<file path="config.mk">
export PLATFORM = sky130hd
export DESIGN_NAME = i2c_register_read_master_core_flat
export DESIGN_NICKNAME = d
export VERILOG_FILES = /design/src/i2crr_pkg.sv /design/src/i2crr_req_if.sv /design/src/i2crr_rsp_if.sv /design/src/i2c_register_read_master_core.sv /design/src/flat_wrapper.sv
export SDC_FILE = /design/constraint.sdc
export NUM_CORES = 1
export LEC_CHECK = 0
export ABC_AREA = 1
export BUFFER_PORTS_ARGS = -buffer_cell sky130_fd_sc_hd__buf_2
export CORE_AREA = 3 3 102 104
export CTS_BUF_LIST = sky130_fd_sc_hd__clkbuf_4 sky130_fd_sc_hd__clkbuf_8 sky130_fd_sc_hd__clkbuf_16
export DETAILED_ROUTE_END_ITERATION = 10
export DIE_AREA = 0 0 105 107
export PLACE_DENSITY_LB_ADDON = 0.05
export SYNTH_ARGS = -nofsm -noshare
export SYNTH_HDL_FRONTEND = slang
export SYNTH_SLANG_ARGS = --single-unit
export TNS_END_PERCENT = 10
</file>
<file path="constraint.sdc">
create_clock -name clock -period 1.6 [get_ports clock]
set_input_delay 0.16 -clock clock [delete_from_list [all_inputs] [get_ports clock]]
set_output_delay 0.16 -clock clock [all_outputs]
set_load 0.01 [all_outputs]
</file>
<file path="src/i2crr_pkg.sv">
`timescale 1ns / 1ps
// ----------------------------------------------------------------------------
// i2crr_pkg
// Shared types and constants of the I2C register read master.
// ----------------------------------------------------------------------------
package i2crr_pkg;

   typedef logic [6:0] dev_addr_type;
   typedef logic [7:0] byte_type;
   typedef logic [4:0] count_type;

   // Configuration register map (register index)
   localparam int unsigned REG_DEVICE_ADDRESS = 0;

   // Reset value of the target address
   localparam dev_addr_type DEVICE_ADDRESS_RESET = 7'd72;

   // Low bit of the address byte that marks a read
   localparam byte_type READ_BIT = 8'h01;

endpackage

</file>
<file path="src/i2crr_req_if.sv">
`timescale 1ns / 1ps
// ----------------------------------------------------------------------------
// i2crr_req_if
// Request channel: one word per bus phase tick.
// ----------------------------------------------------------------------------
interface i2crr_req_if;
   import i2crr_pkg::*;

   logic      valid;
   logic      ready;
   logic      start_request;
   byte_type  reg_pointer;
   count_type byte_count;
   logic      sda_in;

   modport source (
      output valid, start_request, reg_pointer, byte_count, sda_in,
      input  ready
   );

   modport sink (
      input  valid, start_request, reg_pointer, byte_count, sda_in,
      output ready
   );
endinterface

</file>
<file path="src/i2crr_rsp_if.sv">
`timescale 1ns / 1ps
// ----------------------------------------------------------------------------
// i2crr_rsp_if
// Response channel: bus levels and read data for one phase tick.
// ----------------------------------------------------------------------------
interface i2crr_rsp_if;
   import i2crr_pkg::*;

   logic     valid;
   logic     ready;
   logic     scl_level;
   logic     sda_pull_low;
   logic     busy_res;
   byte_type data_byte;
   logic     data_valid;
   logic     last_byte;
   logic     nack_error;
   logic     done_res;

   modport source (
      output valid, scl_level, sda_pull_low, busy_res, data_byte, data_valid,
             last_byte, nack_error, done_res,
      input  ready
   );

   modport sink (
      input  valid, scl_level, sda_pull_low, busy_res, data_byte, data_valid,
             last_byte, nack_error, done_res,
      output ready
   );
endinterface

</file>
<file path="src/i2c_register_read_master_core.sv">
`timescale 1ns / 1ps
// ----------------------------------------------------------------------------
// i2c_register_read_master_core
// Phase-level I2C master doing a register read with repeated START.
// ----------------------------------------------------------------------------
//  channel   direction  handshake              contents
//  req_ch    in         valid/ready            start, pointer, count, SDA level
//  rsp_ch    out        valid/ready            SCL, SDA pull, status, read data
//  csr       in         APB write/read         device_address at byte 0
//
//  One word in gives one word out; a word is taken every cycle unless a
//  response is stalled. The phase sequencer and the response register
//  update on the same edge, so a new word may enter in the cycle the
//  waiting response is taken. A stalled response holds req_ch.ready low
//  until it is taken.
//  Reset (synchronous) puts the sequencer in idle and the address at 72.
// ----------------------------------------------------------------------------
module i2c_register_read_master_core #(
   parameter int MAX_BYTES = 16
) (
   input  logic                    clock,
   input  logic                    reset,
   i2crr_req_if.sink               req_ch,
   i2crr_rsp_if.source             rsp_ch,
   input  logic                    psel,
   input  logic                    penable,
   input  logic                    pwrite,
   input  logic [0:0]              paddr,
   input  logic [31:0]             pwdata,
   output logic [31:0]             prdata,
   output logic                    pready
);
   import i2crr_pkg::*;

   localparam int CW = $clog2(MAX_BYTES + 1);

   typedef enum logic [4:0] {
      PH_IDLE    = 5'd0,
      PH_ST_REL  = 5'd1,
      PH_ST_HI   = 5'd2,
      PH_ST_COND = 5'd3,
      PH_ST_LOW  = 5'd4,
      PH_TX_LO   = 5'd5,
      PH_TX_HI   = 5'd6,
      PH_AR_LO   = 5'd7,
      PH_AR_HI   = 5'd8,
      PH_RX_LO   = 5'd9,
      PH_RX_HI   = 5'd10,
      PH_AW_LO   = 5'd11,
      PH_AW_HI   = 5'd12,
      PH_SP_LO   = 5'd13,
      PH_SP_HI   = 5'd14,
      PH_SP_REL  = 5'd15
   } phase_type;

   typedef enum logic [1:0] {
      STG_WADDR = 2'd0,
      STG_PTR   = 2'd1,
      STG_RADDR = 2'd2,
      STG_DATA  = 2'd3
   } stage_type;

   // Sequencer state
   phase_type     phase_ff, phase_in, ph;
   stage_type     stage_ff, stage_in;
   logic [2:0]    bit_ff, bit_in;
   logic [CW-1:0] left_ff, left_in, count_sat;
   byte_type      shift_ff, shift_in;
   byte_type      ptr_ff, ptr_in;
   logic          err_ff, err_in;
   dev_addr_type  addr_ff;

   // Response register
   logic          rsp_valid_ff;
   logic          scl_ff, pull_ff, busy_ff, dv_ff, lb_ff, ne_ff, dn_ff;
   byte_type      db_ff;
   logic          scl_in, pull_in, busy_in, dv_in, lb_in, ne_in, dn_in;
   byte_type      db_in;

   logic          req_accept;
   logic          cfg_write;

   assign req_ch.ready = !rsp_valid_ff || rsp_ch.ready;
   assign req_accept   = req_ch.valid && req_ch.ready;

   // Configuration port
   assign pready    = 1'b1;
   assign cfg_write = psel && penable && pwrite && pready &&
                      (paddr == 1'(REG_DEVICE_ADDRESS));
   assign prdata    = (paddr == 1'(REG_DEVICE_ADDRESS)) ?
                      {25'd0, addr_ff} : 32'd0;

   always_ff @(posedge clock) begin
      if (reset) begin
         addr_ff <= DEVICE_ADDRESS_RESET;
      end else if (cfg_write) begin
         addr_ff <= pwdata[6:0];
      end
   end

   // Clamp the requested count to 1..MAX_BYTES
   always_comb begin
      if (req_ch.byte_count == '0) begin
         count_sat = CW'(1);
      end else if (int'(req_ch.byte_count) > MAX_BYTES) begin
         count_sat = CW'(MAX_BYTES);
      end else begin
         count_sat = CW'(req_ch.byte_count);
      end
   end

   // Phase sequencer: outputs and next state for one tick
   always_comb begin
      ph       = (phase_ff > PH_SP_REL) ? PH_IDLE : phase_ff;
      phase_in = PH_IDLE;
      stage_in = stage_ff;
      bit_in   = bit_ff;
      left_in  = left_ff;
      shift_in = shift_ff;
      ptr_in   = ptr_ff;
      err_in   = err_ff;
      scl_in   = 1'b0;
      pull_in  = 1'b0;
      busy_in  = 1'b1;
      db_in    = '0;
      dv_in    = 1'b0;
      lb_in    = 1'b0;
      ne_in    = 1'b0;
      dn_in    = 1'b0;

      // Idle: a start request turns this tick into the first START phase
      if (ph == PH_IDLE) begin
         if (req_ch.start_request) begin
            ptr_in   = req_ch.reg_pointer;
            left_in  = count_sat;
            err_in   = 1'b0;
            stage_in = STG_WADDR;
            bit_in   = '0;
            shift_in = '0;
            ph       = PH_ST_REL;
         end else begin
            scl_in  = 1'b1;
            busy_in = 1'b0;
         end
      end

      unique case (ph)
         PH_ST_REL: begin
            phase_in = PH_ST_HI;
         end
         PH_ST_HI: begin
            scl_in   = 1'b1;
            phase_in = PH_ST_COND;
         end
         PH_ST_COND: begin
            scl_in   = 1'b1;
            pull_in  = 1'b1;
            phase_in = PH_ST_LOW;
         end
         PH_ST_LOW: begin
            pull_in  = 1'b1;
            shift_in = {addr_ff, 1'b0} | ((stage_ff == STG_RADDR) ? READ_BIT : '0);
            bit_in   = '0;
            phase_in = PH_TX_LO;
         end
         PH_TX_LO: begin
            pull_in  = !shift_ff[7];
            phase_in = PH_TX_HI;
         end
         PH_TX_HI: begin
            scl_in   = 1'b1;
            pull_in  = !shift_ff[7];
            shift_in = {shift_ff[6:0], 1'b0};
            if (bit_ff == 3'd7) begin
               bit_in   = '0;
               phase_in = PH_AR_LO;
            end else begin
               bit_in   = bit_ff + 3'd1;
               phase_in = PH_TX_LO;
            end
         end
         PH_AR_LO: begin
            phase_in = PH_AR_HI;
         end
         PH_AR_HI: begin
            scl_in = 1'b1;
            // Sample the target's ACK; a NACK drops to STOP
            if (req_ch.sda_in) begin
               err_in   = 1'b1;
               phase_in = PH_SP_LO;
            end else if (stage_ff == STG_WADDR) begin
               stage_in = STG_PTR;
               shift_in = ptr_ff;
               bit_in   = '0;
               phase_in = PH_TX_LO;
            end else if (stage_ff == STG_PTR) begin
               stage_in = STG_RADDR;
               phase_in = PH_ST_REL;
            end else begin
               stage_in = STG_DATA;
               shift_in = '0;
               bit_in   = '0;
               phase_in = PH_RX_LO;
            end
         end
         PH_RX_LO: begin
            phase_in = PH_RX_HI;
         end
         PH_RX_HI: begin
            scl_in   = 1'b1;
            shift_in = {shift_ff[6:0], req_ch.sda_in};
            if (bit_ff == 3'd7) begin
               dv_in    = 1'b1;
               db_in    = shift_in;
               lb_in    = (left_ff <= CW'(1));
               bit_in   = '0;
               phase_in = PH_AW_LO;
            end else begin
               bit_in   = bit_ff + 3'd1;
               phase_in = PH_RX_LO;
            end
         end
         PH_AW_LO: begin
            pull_in  = (left_ff > CW'(1));
            phase_in = PH_AW_HI;
         end
         PH_AW_HI: begin
            scl_in  = 1'b1;
            pull_in = (left_ff > CW'(1));
            if (left_ff > CW'(1)) begin
               left_in  = left_ff - CW'(1);
               phase_in = PH_RX_LO;
            end else begin
               left_in  = '0;
               phase_in = PH_SP_LO;
            end
         end
         PH_SP_LO: begin
            pull_in  = 1'b1;
            phase_in = PH_SP_HI;
         end
         PH_SP_HI: begin
            scl_in   = 1'b1;
            pull_in  = 1'b1;
            phase_in = PH_SP_REL;
         end
         PH_SP_REL: begin
            scl_in   = 1'b1;
            dn_in    = 1'b1;
            ne_in    = err_ff;
            phase_in = PH_IDLE;
         end
         default: begin
            phase_in = PH_IDLE;
         end
      endcase
   end

   // Advance the sequencer and load the response on each accepted word
   always_ff @(posedge clock) begin
      if (reset) begin
         phase_ff     <= PH_IDLE;
         stage_ff     <= STG_WADDR;
         bit_ff       <= '0;
         left_ff      <= '0;
         shift_ff     <= '0;
         ptr_ff       <= '0;
         err_ff       <= 1'b0;
         rsp_valid_ff <= 1'b0;
      end else begin
         if (req_accept) begin
            phase_ff     <= phase_in;
            stage_ff     <= stage_in;
            bit_ff       <= bit_in;
            left_ff      <= left_in;
            shift_ff     <= shift_in;
            ptr_ff       <= ptr_in;
            err_ff       <= err_in;
            rsp_valid_ff <= 1'b1;
         end else if (rsp_ch.ready) begin
            rsp_valid_ff <= 1'b0;
         end
      end
   end

   // Response payload: hold while stalled
   always_ff @(posedge clock) begin
      if (req_accept) begin
         scl_ff  <= scl_in;
         pull_ff <= pull_in;
         busy_ff <= busy_in;
         db_ff   <= db_in;
         dv_ff   <= dv_in;
         lb_ff   <= lb_in;
         ne_ff   <= ne_in;
         dn_ff   <= dn_in;
      end
   end

   assign rsp_ch.valid        = rsp_valid_ff;
   assign rsp_ch.scl_level    = scl_ff;
   assign rsp_ch.sda_pull_low = pull_ff;
   assign rsp_ch.busy_res     = busy_ff;
   assign rsp_ch.data_byte    = db_ff;
   assign rsp_ch.data_valid   = dv_ff;
   assign rsp_ch.last_byte    = lb_ff;
   assign rsp_ch.nack_error   = ne_ff;
   assign rsp_ch.done_res     = dn_ff;

endmodule

</file>
<file path="src/flat_wrapper.sv">
// flat-port wrapper written by rule: the top's interface ports become plain ports
module i2c_register_read_master_core_flat import i2crr_pkg::*;
#(
   parameter int MAX_BYTES = 16
)
  (clock, reset, psel, penable, pwrite, paddr, pwdata, prdata, pready, req_ch_valid, req_ch_start_request, req_ch_reg_pointer, req_ch_byte_count, req_ch_sda_in, req_ch_ready, rsp_ch_valid, rsp_ch_scl_level, rsp_ch_sda_pull_low, rsp_ch_busy_res, rsp_ch_data_byte, rsp_ch_data_valid, rsp_ch_last_byte, rsp_ch_nack_error, rsp_ch_done_res, rsp_ch_ready);
  i2crr_req_if req_ch_i ();
  i2crr_rsp_if rsp_ch_i ();
  input  logic clock;
  input  logic reset;
  input  logic psel;
  input  logic penable;
  input  logic pwrite;
  input  logic [0:0] paddr;
  input  logic [31:0] pwdata;
  output logic [31:0] prdata;
  output logic pready;
  input wire logic [$bits(req_ch_i.valid)-1:0] req_ch_valid;
  input wire logic [$bits(req_ch_i.start_request)-1:0] req_ch_start_request;
  input wire logic [$bits(req_ch_i.reg_pointer)-1:0] req_ch_reg_pointer;
  input wire logic [$bits(req_ch_i.byte_count)-1:0] req_ch_byte_count;
  input wire logic [$bits(req_ch_i.sda_in)-1:0] req_ch_sda_in;
  output wire logic [$bits(req_ch_i.ready)-1:0] req_ch_ready;
  output wire logic [$bits(rsp_ch_i.valid)-1:0] rsp_ch_valid;
  output wire logic [$bits(rsp_ch_i.scl_level)-1:0] rsp_ch_scl_level;
  output wire logic [$bits(rsp_ch_i.sda_pull_low)-1:0] rsp_ch_sda_pull_low;
  output wire logic [$bits(rsp_ch_i.busy_res)-1:0] rsp_ch_busy_res;
  output wire logic [$bits(rsp_ch_i.data_byte)-1:0] rsp_ch_data_byte;
  output wire logic [$bits(rsp_ch_i.data_valid)-1:0] rsp_ch_data_valid;
  output wire logic [$bits(rsp_ch_i.last_byte)-1:0] rsp_ch_last_byte;
  output wire logic [$bits(rsp_ch_i.nack_error)-1:0] rsp_ch_nack_error;
  output wire logic [$bits(rsp_ch_i.done_res)-1:0] rsp_ch_done_res;
  input wire logic [$bits(rsp_ch_i.ready)-1:0] rsp_ch_ready;
  assign req_ch_i.valid = req_ch_valid;
  assign req_ch_i.start_request = req_ch_start_request;
  assign req_ch_i.reg_pointer = req_ch_reg_pointer;
  assign req_ch_i.byte_count = req_ch_byte_count;
  assign req_ch_i.sda_in = req_ch_sda_in;
  assign req_ch_ready = req_ch_i.ready;
  assign rsp_ch_valid = rsp_ch_i.valid;
  assign rsp_ch_scl_level = rsp_ch_i.scl_level;
  assign rsp_ch_sda_pull_low = rsp_ch_i.sda_pull_low;
  assign rsp_ch_busy_res = rsp_ch_i.busy_res;
  assign rsp_ch_data_byte = rsp_ch_i.data_byte;
  assign rsp_ch_data_valid = rsp_ch_i.data_valid;
  assign rsp_ch_last_byte = rsp_ch_i.last_byte;
  assign rsp_ch_nack_error = rsp_ch_i.nack_error;
  assign rsp_ch_done_res = rsp_ch_i.done_res;
  assign rsp_ch_i.ready = rsp_ch_ready;
  i2c_register_read_master_core #(.MAX_BYTES(MAX_BYTES)) u_core (.clock(clock), .reset(reset), .req_ch(req_ch_i), .rsp_ch(rsp_ch_i), .psel(psel), .penable(penable), .pwrite(pwrite), .paddr(paddr), .pwdata(pwdata), .prdata(prdata), .pready(pready));
endmodule
</file>
== Yosys cells after proc, flatten, opt, wreduce, memory -nomap -nowiden ==
Cells that the tools add are included.

* Bits in registers: 55
* Input port bits: 55
* Word-level logic and storage cells: 113

* Add/subtract/negate cells: 2
* Order comparisons: 4
* Equal/unequal tests: 18
* Mux-type cells: 49
* Bitwise gates (word level): 2
* Reduce and logical (&&, ||, !) cells: 21

{| class="wikitable"
|+ Operators by type and width
! cell !! count
|-
| $pmux 5 s14 || 1
|-
| $mux 5 || 11
|-
| $eq 5x4->1 const B || 8
|-
| $mux 8 || 5
|-
| $pmux 8 s4 || 1
|-
| $mux 3 || 7
|-
| $eq 5x3->1 const B || 4
|-
| $mux 2 || 7
|-
| $mux 1 || 13
|-
| $eq 5x2->1 const B || 2
|-
| $logic_not 5->1 || 2
|-
| $pmux 3 s3 || 1
|-
| $or 8x8->8 || 1
|-
| $reduce_or 8->1 || 1
|-
| $mux 7 || 1
|-
| $reduce_and 3->1 || 2
|-
| $reduce_bool 2->1 || 3
|-
| $reduce_or 2->1 || 3
|-
| $eq 5x1->1 const B || 1
|-
| $gt 5x1->1 const B || 1
|-
| $gt 5x4->1 const B || 1
|-
| $gt 5x5->1 const B || 1
|-
| $le 5x1->1 const B || 1
|-
| $sub 5x1->5 const B || 1
|-
| other kinds (13) || 17
|}

== Depth between registers and ports, before layout ==
Gate-level depths: netlist of run 1.

* Depth in word-level cells: 8
* Depth in mapped cells: 10
* Depth with buffers taken out: 9

== Worst setup path after synthesis of run 1 ==
Ideal clock, no wire load.

* Path type: register to register
* From: register u_core.rsp_valid_ff, in the netlist u_core.rsp_ch.valid
* To: register u_core.shift_ff[0]
* Library setup time: 109 ps
* Arrival: 1447 ps
* Setup slack: 43 ps
* Stages on the path, launching flop included: 8
* Cell sequence: dfxtp_1 nand2_1 nand2_1 inv_1 buf_2 o211ai_1 nand2_1 inv_1

* Cells in the longest elaborated chain, start to end: 3

{| class="wikitable"
|+ RTL lines
! element !! RTL line !! RTL
|-
| start, declared || i2c_register_read_master_core.sv:74 || <nowiki>logic rsp_valid_ff;</nowiki>
|-
| start signal, assigned || i2c_register_read_master_core.sv:269 || <nowiki>rsp_valid_ff <= 1'b0;</nowiki>
|-
| start signal, assigned || i2c_register_read_master_core.sv:279 || <nowiki>rsp_valid_ff <= 1'b1;</nowiki>
|-
| start signal, assigned || i2c_register_read_master_core.sv:281 || <nowiki>rsp_valid_ff <= 1'b0;</nowiki>
|-
| $logic_not 1->1 || i2c_register_read_master_core.sv:83 || <nowiki>assign req_ch.ready = !rsp_valid_ff || rsp_ch.ready;</nowiki>
|-
| $logic_or 1x1->1 || i2c_register_read_master_core.sv:83 ||
|-
| named net req_ch_ready || flat_wrapper.sv:23 || <nowiki>output wire logic [$bits(req_ch_i.ready)-1:0] req_ch_ready;</nowiki>
|-
| $logic_and 1x1->1 || i2c_register_read_master_core.sv:84 || <nowiki>assign req_accept = req_ch.valid && req_ch.ready;</nowiki>
|-
| named net u_core.req_accept || i2c_register_read_master_core.sv:80 || <nowiki>logic req_accept;</nowiki>
|-
| end signal, assigned || i2c_register_read_master_core.sv:276 || <nowiki>shift_ff <= shift_in;</nowiki>
|-
| end, declared || i2c_register_read_master_core.sv:68 || <nowiki>byte_type shift_ff, shift_in;</nowiki>
|}

The timed path passes the listed nets, and every way through them passes these cells.
A chain may end at the register's enable or synchronous reset.

== Final worst setup path of run 1 ==
* From: register u_core.left_ff[1]
* To: register u_core.pull_ff, in the netlist u_core.rsp_ch.sda_pull_low, data pin

* Cells in the longest elaborated chain, start to end: 2

{| class="wikitable"
|+ RTL lines
! element !! RTL line !! RTL
|-
| start, declared || i2c_register_read_master_core.sv:67 || <nowiki>logic [CW-1:0] left_ff, left_in, count_sat;</nowiki>
|-
| start signal, assigned || i2c_register_read_master_core.sv:275 || <nowiki>left_ff <= left_in;</nowiki>
|-
| $gt 5x1->1 || i2c_register_read_master_core.sv:224, i2c_register_read_master_core.sv:229 ||
|-
| $pmux 1 s3 || i2c_register_read_master_core.sv:147 || <nowiki>unique case (ph)</nowiki>
|-
| named net u_core.pull_in || i2c_register_read_master_core.sv:77 || <nowiki>logic scl_in, pull_in, busy_in, dv_in, lb_in, ne_in, dn_in;</nowiki>
|-
| end signal, assigned || i2c_register_read_master_core.sv:290 || <nowiki>pull_ff <= pull_in;</nowiki>
|-
| end, declared || i2c_register_read_master_core.sv:75 || <nowiki>logic scl_ff, pull_ff, busy_ff, dv_ff, lb_ff, ne_ff, dn_ff;</nowiki>
|}

The timed path passes the listed nets, and every way through them passes these cells.

==> flow_summary.ini, run 1 <==
[pwr]
netSwitchingFraction_pct = 27.5
irDropWorstVdd_mv = 0.337
intPower_mw = 2.09
powerDensity_nw_per_um2 = 839
p_seq_share_pct = 52.0
clkPwrFrac_pct = 33.7
power_frac_comb_pct = 14.3
p_leak_nw = 1.52
power_switching_uw = 795

[synthesis]
synth_top_area_cell = dfxtp_1
syn_inst = 391
yosysMostFrequentCell = nand2_1
ys_seq_area_share_pct = 42.9
ys_ff_latch = 54
synth_cell_types = 34
syn_area_per_cell_um2 = 7.33
netlist_top_cells_count = nand2_1, nor2_1, inv_1
yosysTopAreaCellShare_pct = 27.2
synth_warnings = 0
syn_area_um2 = 2870
synth_ff_type = dfxtp_1
synth-edff-count = 15
synth_area_leaders = dfxtp_1, edfxtp_1, nand2_1
synth_async_sr_flop_share_pct = 0

[timing]
period_share_pct = 92.6
fmax_ghz = 0.675
hold_ws_ns = 0.0570
maxSlewViolCount = 0
fin_skew_ns = 0.0114
rsz0062_at_grt = true
setup_viol = 0
fin_crit_ns = 1.48
hold_viol = 0

[clocking]
cts.sinks = 54
cts_htree_levels = 2
path_clk_slew_ns = 0.11
clk_path_buf_depth = 2
root_buffer = clkbuf_8
cts_tree = done
numCtsBuffers = 5
clock_latency_ns = 0.31

[min_path]
hold_class = in -> reg

[critical_path]
path_max_fanout = 4
end_kind = register
critPathArrivalTime_ns = 1.54
critPathLaunchType = register
critPathRequiredTime_ns = 1.66
critPathKind = reg -> reg

[global_routing]
grt_max_degree = 21
antenna_found_initial = 0
grt_overflow = 0
grt_pass1_vias = 2358
grt_usage_pct = 12.6
grt_pass1_wl_um = 11500

[floorplan]
core_um2 = 9640
rows = 36
die_y_um = 107
die_area_um2 = 11200
start_util_pct = 29.8
die_w_um = 105
ios = 105

[place]
dp.cells = 582
place_congestion = 0.834
dp_hpwl_um = 5500
numPortBuffers = 53

[layout]
final_util_pct = 35.7
syn_to_final_growth_pct = 20.1
drive_above_1_share_pct = 21.7
antenna_cells = 0
final-instance-count-excl-fill = 593
finalNetCount = 518

[run]
maxCapViolCount = 0

[route]
vias = 2517
post_drt_wl_per_cell_um = 12.1
drt-vias-per-instance = 4.24
drt_iter0_drc = 85
finalWirelength_um = 7180
dr.pass1.iters = 4
remaining_drc_errors = 0
antenna_left = 0

[outcome]
status = completed
cell usage in the layout, fill, tap and decap left out, drive strengths merged:
cell type and count:
bufinv 1, nor3b 2, nand3 23, nor2 71
nand2 73, o211ai 4, clkbuf 5, a31oi 1
dfxtp 39, nor3 4, o2111ai 1, xnor2 1
ha 4, clkinv 2, xor2 2, inv 46
and3 1, buf 71, o21ai 28, conb 26
a22oi 2, o22ai 3, edfxtp 15, or2 1
a21oi 31, nand4 3
stage by stage:
step	power, mW	setup TNS, ns	area, um2	worst slack [ns]
3_3_place_gp	1.93	-0.00644	3270	-0.00644
4_1_cts	2.91	0	3390	0.0247
5_1_grt	3.04	-0.0270	3440	-0.0270
2_1_floorplan	1.83	0	2960	0.0434
3_5_place_dp	1.93	0	3270	0.0194
6_report	2.89	0	3440	0.118
layout make-up:
| cell class | instances | area (um2) |
|---|---|---|
| Fill cell | 1098 | 6200 |
| Multi-Input combinational cell | 281 | 1350 |
| Sequential cell | 54 | 1240 |
| Timing Repair Buffer | 71 | 400 |
| Inverter | 46 | 173 |
| Tap cell | 133 | 166 |
| Clock buffer | 5 | 68.8 |
| Clock inverter | 3 | 47.5 |
layer usage:
metal | global-route usage [%] | vias up | share of wire (%)
met5 | 0 | - | 0
met4 | 3.09 | 0 | 0.89
met2 | 20.3 | 78 | 43
met3 | 2.23 | 5 | 5.6
met1 | 17.5 | 1090 | 50
li1 | - | 1344 | -
logic make-up (layout without fill, tap and decap cells):
logic type,Yosys count,after routing,synth area share (%)
fa+ha+maj,4,4,1.75
xor+xnor,3,3,0.916
buf+inv,81,125,14.4
flops,54,54,42.9
compound gates,69,70,13.3
other cells,2,26,0.262
simple gates,178,178,26.5
critical path, stage by stage (launching register included):
cell     delay, ns
dfxtp_1       0.35
inv_1         0.09
ha_1          0.14
nor2_1        0.04
nor2_1        0.22
inv_1         0.14
a21oi_1       0.15
nand2_1       0.09
sequential cells by signal, summed over array words and instances (netlist names):
name,cells
u_core.rsp_ch.busy_res,1
u_core.rsp_ch.done_res,1
u_core.rsp_ch.data_valid,1
u_core.addr_ff,7
u_core.phase_ff,4
u_core.rsp_ch.scl_level,1
u_core.rsp_ch.data_byte,8
u_core.bit_ff,3
u_core.stage_ff,2
u_core.rsp_ch.sda_pull_low,1
u_core.left_ff,5
u_core.err_ff,1
u_core.rsp_ch.nack_error,1
u_core.rsp_ch.last_byte,1
u_core.ptr_ff,8
u_core.rsp_ch.valid,1
u_core.shift_ff,8
power groups by stage:
stage	combinational, mW	sequential, mW	clock (mW)
2_1_floorplan	0.291	1.53	0
3_3_place_gp	0.400	1.53	0
3_5_place_dp	0.400	1.53	0
4_1_cts	0.401	1.50	1.01
5_1_grt	0.469	1.51	1.06
6_report	0.414	1.50	0.972
timing repair:
| action | CTS | global route |
|---|---|---|
| gates cloned | 0 | 1 |
| pin swaps | 0 | 2 |
| gates resized for setup | 1 | 13 |
| setup endpoints to repair | 1 | 29 |
| setup buffers | 0 | 2 |
| hold buffers | 0 | 0 |
path summary, 6_finish.rpt:
| path | slack [ns] | startpoint | to | depth (start not counted) |
|---|---|---|---|---|
| worst max-delay path | 0.12 | u_core.left_ff[1]$_SDFFE_PP0P_ | u_core.rsp_ch.sda_pull_low$_DFFE_PP_ | 7 |
| worst min-delay path | 0.06 | pwdata[6] | u_core.addr_ff[6]$_SDFFE_PP1P_ | 3 |
| worst max register to register | 0.12 | u_core.left_ff[1]$_SDFFE_PP0P_ | u_core.rsp_ch.sda_pull_low$_DFFE_PP_ | 7 |
| worst min register to register | 0.47 | u_core.shift_ff[6]$_SDFFE_PP0P_ | u_core.shift_ff[6]$_SDFFE_PP0P_ | 2 |
No activity file was read; power rests on OpenSTA's default activity.
==> run 2, diff against run 1 <==
--- a/config.mk
+++ b/config.mk
@@ -7,10 +7,10 @@
 export LEC_CHECK = 0
 export ABC_AREA = 1
 export BUFFER_PORTS_ARGS = -buffer_cell sky130_fd_sc_hd__buf_2
-export CORE_AREA = 3 3 102 104
+export CORE_AREA = 3 3 80 82
 export CTS_BUF_LIST = sky130_fd_sc_hd__clkbuf_4 sky130_fd_sc_hd__clkbuf_8 sky130_fd_sc_hd__clkbuf_16
 export DETAILED_ROUTE_END_ITERATION = 10
-export DIE_AREA = 0 0 105 107
+export DIE_AREA = 0 0 83 85
 export PLACE_DENSITY_LB_ADDON = 0.05
 export SYNTH_ARGS = -nofsm -noshare
 export SYNTH_HDL_FRONTEND = slang
==> run 2 against run 1 <==
  * Core utilization is 22 points higher
  * Power is 0.58% lower
  * Clock power is 1% lower
  * Clock skew is 0.0066 ns lower
  * Combinational power hardly changed
  * Critical path depth stayed put
  * Cell area is 1.9% lower
  * First-iteration DRC count is 66% higher
  * Maximum frequency is 1.9% higher
  * Largest cell class unchanged
  * Highest routed layer unchanged
==> flow_summary.ini, run 2 (synthesis results as in run 1) <==
[pwr]
finalPower_mw = 2.87
powerDensity_nw_per_um2 = 850
p_leak_nw = 1.53
irDropWorstVdd_mv = 0.384

[floorplan]
start_util_pct = 49.3
rows = 28
die_w_um = 83
ios = 105
core_um2 = 5820
die_area_um2 = 7060
die_y_um = 85

[timing]
hold_ws_ns = 0.0570
period_share_pct = 90.9
fin_tns_setup_ns = 0
fin_crit_ns = 1.45
rsz0062_at_grt = false
fmax_ghz = 0.687
hold_viol = 0
setup_viol = 0
maxSlewViolCount = 0
fin_skew_ns = 0.00479
timing.final.ws_setup_ns = 0.145

[place]
dp.cells = 525
place_congestion = 0.820
place_ws_ns = 0.0444
dp_hpwl_um = 4800
placed_area_um2 = 3230
numPortBuffers = 53

[clocking]
cts_tree = done
clk_path_buf_depth = 2
clock_latency_ns = 0.31
numCtsBuffers = 5
root_buffer = clkbuf_8
cts.sinks = 54
cts_htree_levels = 2
path_clk_slew_ns = 0.10

[critical_path]
path_max_fanout = 6
critPathRequiredTime_ns = 1.81
critPathLaunchType = register
critPathKind = reg -> reg
critPathArrivalTime_ns = 1.67
end_kind = register

[layout]
finalNetCount = 518
final_util_pct = 58.1
final-instance-count-excl-fill = 535
final_cell_mix = nand2_1, nor2_1, buf_2
fin_area_um2 = 3380
syn_to_final_growth_pct = 17.8
final_common_cell = nand2_1
drive_above_1_share_pct = 21.7
antenna_cells = 0

[global_routing]
grt_pass1_vias = 2362
grt_usage_pct = 18.6
grt_pass1_wl_um = 10900
antenna_found_initial = 0
grt_overflow = 0
grt_max_degree = 21

[route]
remaining_drc_errors = 0
vias = 2590
post_drt_wl_per_cell_um = 12.0
antenna_left = 0
finalWirelength_um = 6400
drt-vias-per-instance = 4.84
dr.pass1.iters = 4
drt_iter0_drc = 141

[run]
maxCapViolCount = 0

[outcome]
status = completed

[min_path]
hold_class = in -> reg
-- run 2: changes by cell type in the layout (fill, tap and decap cells not counted), moves of 2 or more --
cell / before / now
buf_12: 0 / 2
buf_4: 18 / 16
nor2_2: 3 / 5
nor2_4: 5 / 3
o21ai_0: 22 / 24
o21ai_1: 4 / 2
-- run 2: path summary, 6_finish.rpt --
check	to	depth (start not counted)	slack, ns	start
max	u_core.ptr_ff[2]$_SDFFE_PP0P_	7	0.15	u_core.phase_ff[0]$_SDFFE_PP0P_
min	u_core.addr_ff[6]$_SDFFE_PP1P_	3	0.06	pwdata[6]
max reg2reg	u_core.ptr_ff[2]$_SDFFE_PP0P_	7	0.15	u_core.phase_ff[0]$_SDFFE_PP0P_
min reg2reg	u_core.shift_ff[6]$_SDFFE_PP0P_	2	0.47	u_core.shift_ff[6]$_SDFFE_PP0P_
-- run 2: layout make-up --
cell class	instances	area (um2)
fillers	568	2440
multi-input cells	281	1330
flip-flops and latches	54	1240
repair buffers	71	425
inverters	46	173
well taps	75	93.8
clock buffers	5	68.8
clock inverters	3	48.8
-- run 2: critical path, cell delays in order (launching register included) --
cell,delay [ns]
dfxtp_2,0.37
nor2_4,0.17
nand2_1,0.15
nor2_4,0.17
nand2_1,0.11
buf_4,0.17
o21ai_0,0.17
nor2_1,0.05
-- run 2: timing repair --
| item | in CTS | in global routing |
|---|---|---|
| buffers inserted | 0 | 1 |
| hold endpoints to repair | 0 | 0 |
| endpoints found under the setup margin | 0 | 28 |
| gates resized for setup | 0 | 9 |
| hold buffers | 0 | 0 |
-- run 2: per-layer routing --
layer  global-route usage [%]  up-vias  routed length (um)
li1                         -     1353                   -
met1                     25.2     1138                2990
met2                     29.7       91                2880
met3                     4.08        8                 437
met4                     6.39        0                  94
met5                        0        -                   0
-- run 2: report_power, final --
group / switching (mW) / internal (mW) / total (mW)
sequential: 0.0356 / 1.46 / 1.50
clock: 0.483 / 0.477 / 0.960
combinational: 0.255 / 0.156 / 0.411
==> run 3, diff against run 2 <==
--- a/config.mk
+++ b/config.mk
@@ -7,10 +7,11 @@
 export LEC_CHECK = 0
 export ABC_AREA = 1
 export BUFFER_PORTS_ARGS = -buffer_cell sky130_fd_sc_hd__buf_2
-export CORE_AREA = 3 3 80 82
+export CORE_AREA = 3 3 84 86
 export CTS_BUF_LIST = sky130_fd_sc_hd__clkbuf_4 sky130_fd_sc_hd__clkbuf_8 sky130_fd_sc_hd__clkbuf_16
 export DETAILED_ROUTE_END_ITERATION = 10
-export DIE_AREA = 0 0 83 85
+export DIE_AREA = 0 0 87 89
+export GPL_TIMING_DRIVEN = 0
 export PLACE_DENSITY_LB_ADDON = 0.05
 export SYNTH_ARGS = -nofsm -noshare
 export SYNTH_HDL_FRONTEND = slang
==> constraint.sdc (replaced) <==
create_clock -name clock -period 1.3 [get_ports clock]
set_input_delay 0.13 -clock clock [delete_from_list [all_inputs] [get_ports clock]]
set_output_delay 0.13 -clock clock [all_outputs]
set_load 0.01 [all_outputs]
==> run 3 against run 2 <==
  * The flow now finishes with violations (negative setup slack)
  * Worst hold slack worse by 0.030 ns
  * Register-to-register slack worse by 0.27 ns
  * Worst setup slack worse by 0.27 ns
  * Sequential power rose by 23%
  * Die area grew 9.8%
  * Sequential share of layout area is 4.2 points lower
  * Global-route usage fell by 0.30 points
==> flow_summary.ini, run 3 (synthesis results as in run 1) <==
[outcome]
status = finished, violations left
violations = negative setup slack

[critical_path]
critPathArrivalTime_ns = 1.50
cp_cell_sequence = nor2_4, buf_4, nand2_1, o21ai_1, a21oi_1, nand2_1
critPathBufInv = 1
slowest_delay_ns = 0.41
critPathTopFamily = flip-flops
critPathLaunchType = register
end_kind = register
critPathRequiredTime_ns = 1.38
cp_slowest_cell = dfxtp_2
crit_top_cell = nand2_1
path_max_fanout = 4
critPathKind = reg -> reg

[place]
numPortBuffers = 52
dp_hpwl_um = 5020
place_congestion = 0.874
placed_area_um2 = 3330

[clocking]
root_buffer = clkbuf_8
cts_tree = done
clock_latency_ns = 0.31
cts.sinks = 54
cts_hold_buf = 0
clk_path_buf_depth = 2
cts_htree_levels = 2
numCtsBuffers = 5
path_clk_slew_ns = 0.10

[layout]
final_common_cell = nand2_1
fin_area_um2 = 3850
final_cell_mix = nand2_1, nor2_1, buf_2
final_util_pct = 60.6
finalNetCount = 545
antenna_cells = 0
syn_to_final_growth_pct = 34.2
drive_above_1_share_pct = 35.5

[pwr]
power_switching_mw = 1.02
p_seq_share_pct = 50.1
irDropWorstVdd_mv = 0.478
intPower_mw = 2.66
p_leak_nw = 1.72
netSwitchingFraction_pct = 27.8
power_frac_comb_pct = 17.9
clkPwrFrac_pct = 32.0
powerDensity_nw_per_um2 = 958
finalPower_mw = 3.69

[timing]
fin_skew_ns = 0.0108
setup_viol = 21
relSlewSlack_pct = 56.0
worstMarginPinSlew_ns = 0.660
timing.final.ws_setup_ns = -0.126
fmax_ghz = 0.701
rsz0062_at_grt = true
hold_viol = 0
period_share_pct = 110
fin_crit_ns = 1.43
maxSlewViolCount = 0

[floorplan]
start_util_pct = 45.2
die_area_um2 = 7740
core_um2 = 6350
rows = 29
ios = 105
die_y_um = 89
die_w_um = 87

[route]
vias = 2706
drt_iter0_drc = 176
post_drt_wl_per_cell_um = 12.4
dr.pass1.iters = 4
antenna_left = 0
drt-vias-per-instance = 4.80
remaining_drc_errors = 0
finalWirelength_um = 7010

[global_routing]
grt_max_degree = 25
grt_pass1_vias = 2556
antenna_found_initial = 0
grt_usage_pct = 18.3
grt_pass1_wl_um = 11300
grt_overflow = 0

[run]
maxCapViolCount = 0

[min_path]
hold_class = in -> reg
## run 3: what timing repair did
action,4_1_cts,5_1_grt
gates resized for setup,53,57
buffers inserted,5,7
endpoints found under the setup margin,57,58
pin swaps,8,21
cloned,1,1
## run 3: cell type report
type | instances | area [um2]
Buffer | 33 | 256
Clock inverter | 3 | 47.5
Fill cell | 587 | 2500
Tap cell | 77 | 96.3
Timing Repair Buffer | 65 | 369
Sequential cell | 54 | 1250
Clock buffer | 5 | 68.8
Multi-Input combinational cell | 281 | 1580
Inverter | 46 | 183
## run 3: final timing paths
kind,start,end,slack (ns),cells past startpoint
max,u_core.phase_ff[0]$_SDFFE_PP0P_,u_core.rsp_ch.sda_pull_low$_DFFE_PP_,-0.13,6
min,pwdata[3],u_core.addr_ff[3]$_SDFFE_PP1P_,0.03,3
max reg2reg,u_core.phase_ff[0]$_SDFFE_PP0P_,u_core.rsp_ch.sda_pull_low$_DFFE_PP_,-0.13,6
min reg2reg,u_core.shift_ff[6]$_SDFFE_PP0P_,u_core.shift_ff[6]$_SDFFE_PP0P_,0.47,2
## run 3: worst min-delay path, delay by kind of cell
kind / cells / cell delay, ns
compound gates: 1 / 0.07
buf+inv: 1 / 0.07
simple gates: 1 / 0.04
## run 3: power groups by stage
stage	Sequential [mW]	Clock, mW	Combinational [mW]
finish	1.85	1.18	0.660
global route	1.86	1.27	0.731
CTS	1.84	1.20	0.593
detailed placement	1.88	0	0.524
global placement	1.88	0	0.526
floorplan	1.89	0	0.366
## run 3: through the flow
step | worst slack [ns] | TNS, ns | std cells | hold WS [ns]
floorplan | -0.0624 | -0.812 | 415 | 0.260
global placement | -0.313 | -9.97 | 544 | 0.354
detailed placement | -0.317 | -9.29 | 544 | 0.357
CTS | -0.130 | -3.01 | 558 | 0.0310
global route | -0.215 | -4.68 | 564 | 0.0344
finish | -0.126 | -1.85 | 564 | 0.0274
## run 3: routing by layer
| metal | wire, um | up-vias | part of all wire, % | global-route usage [%] |
|---|---|---|---|---|
| li1 | - | 1406 | - | - |
| met1 | 3140 | 1189 | 45 | 23.1 |
| met2 | 3270 | 100 | 47 | 31.0 |
| met3 | 497 | 11 | 7.1 | 4.61 |
| met4 | 110 | 0 | 1.6 | 5.67 |
| met5 | 0 | - | 0 | 0 |
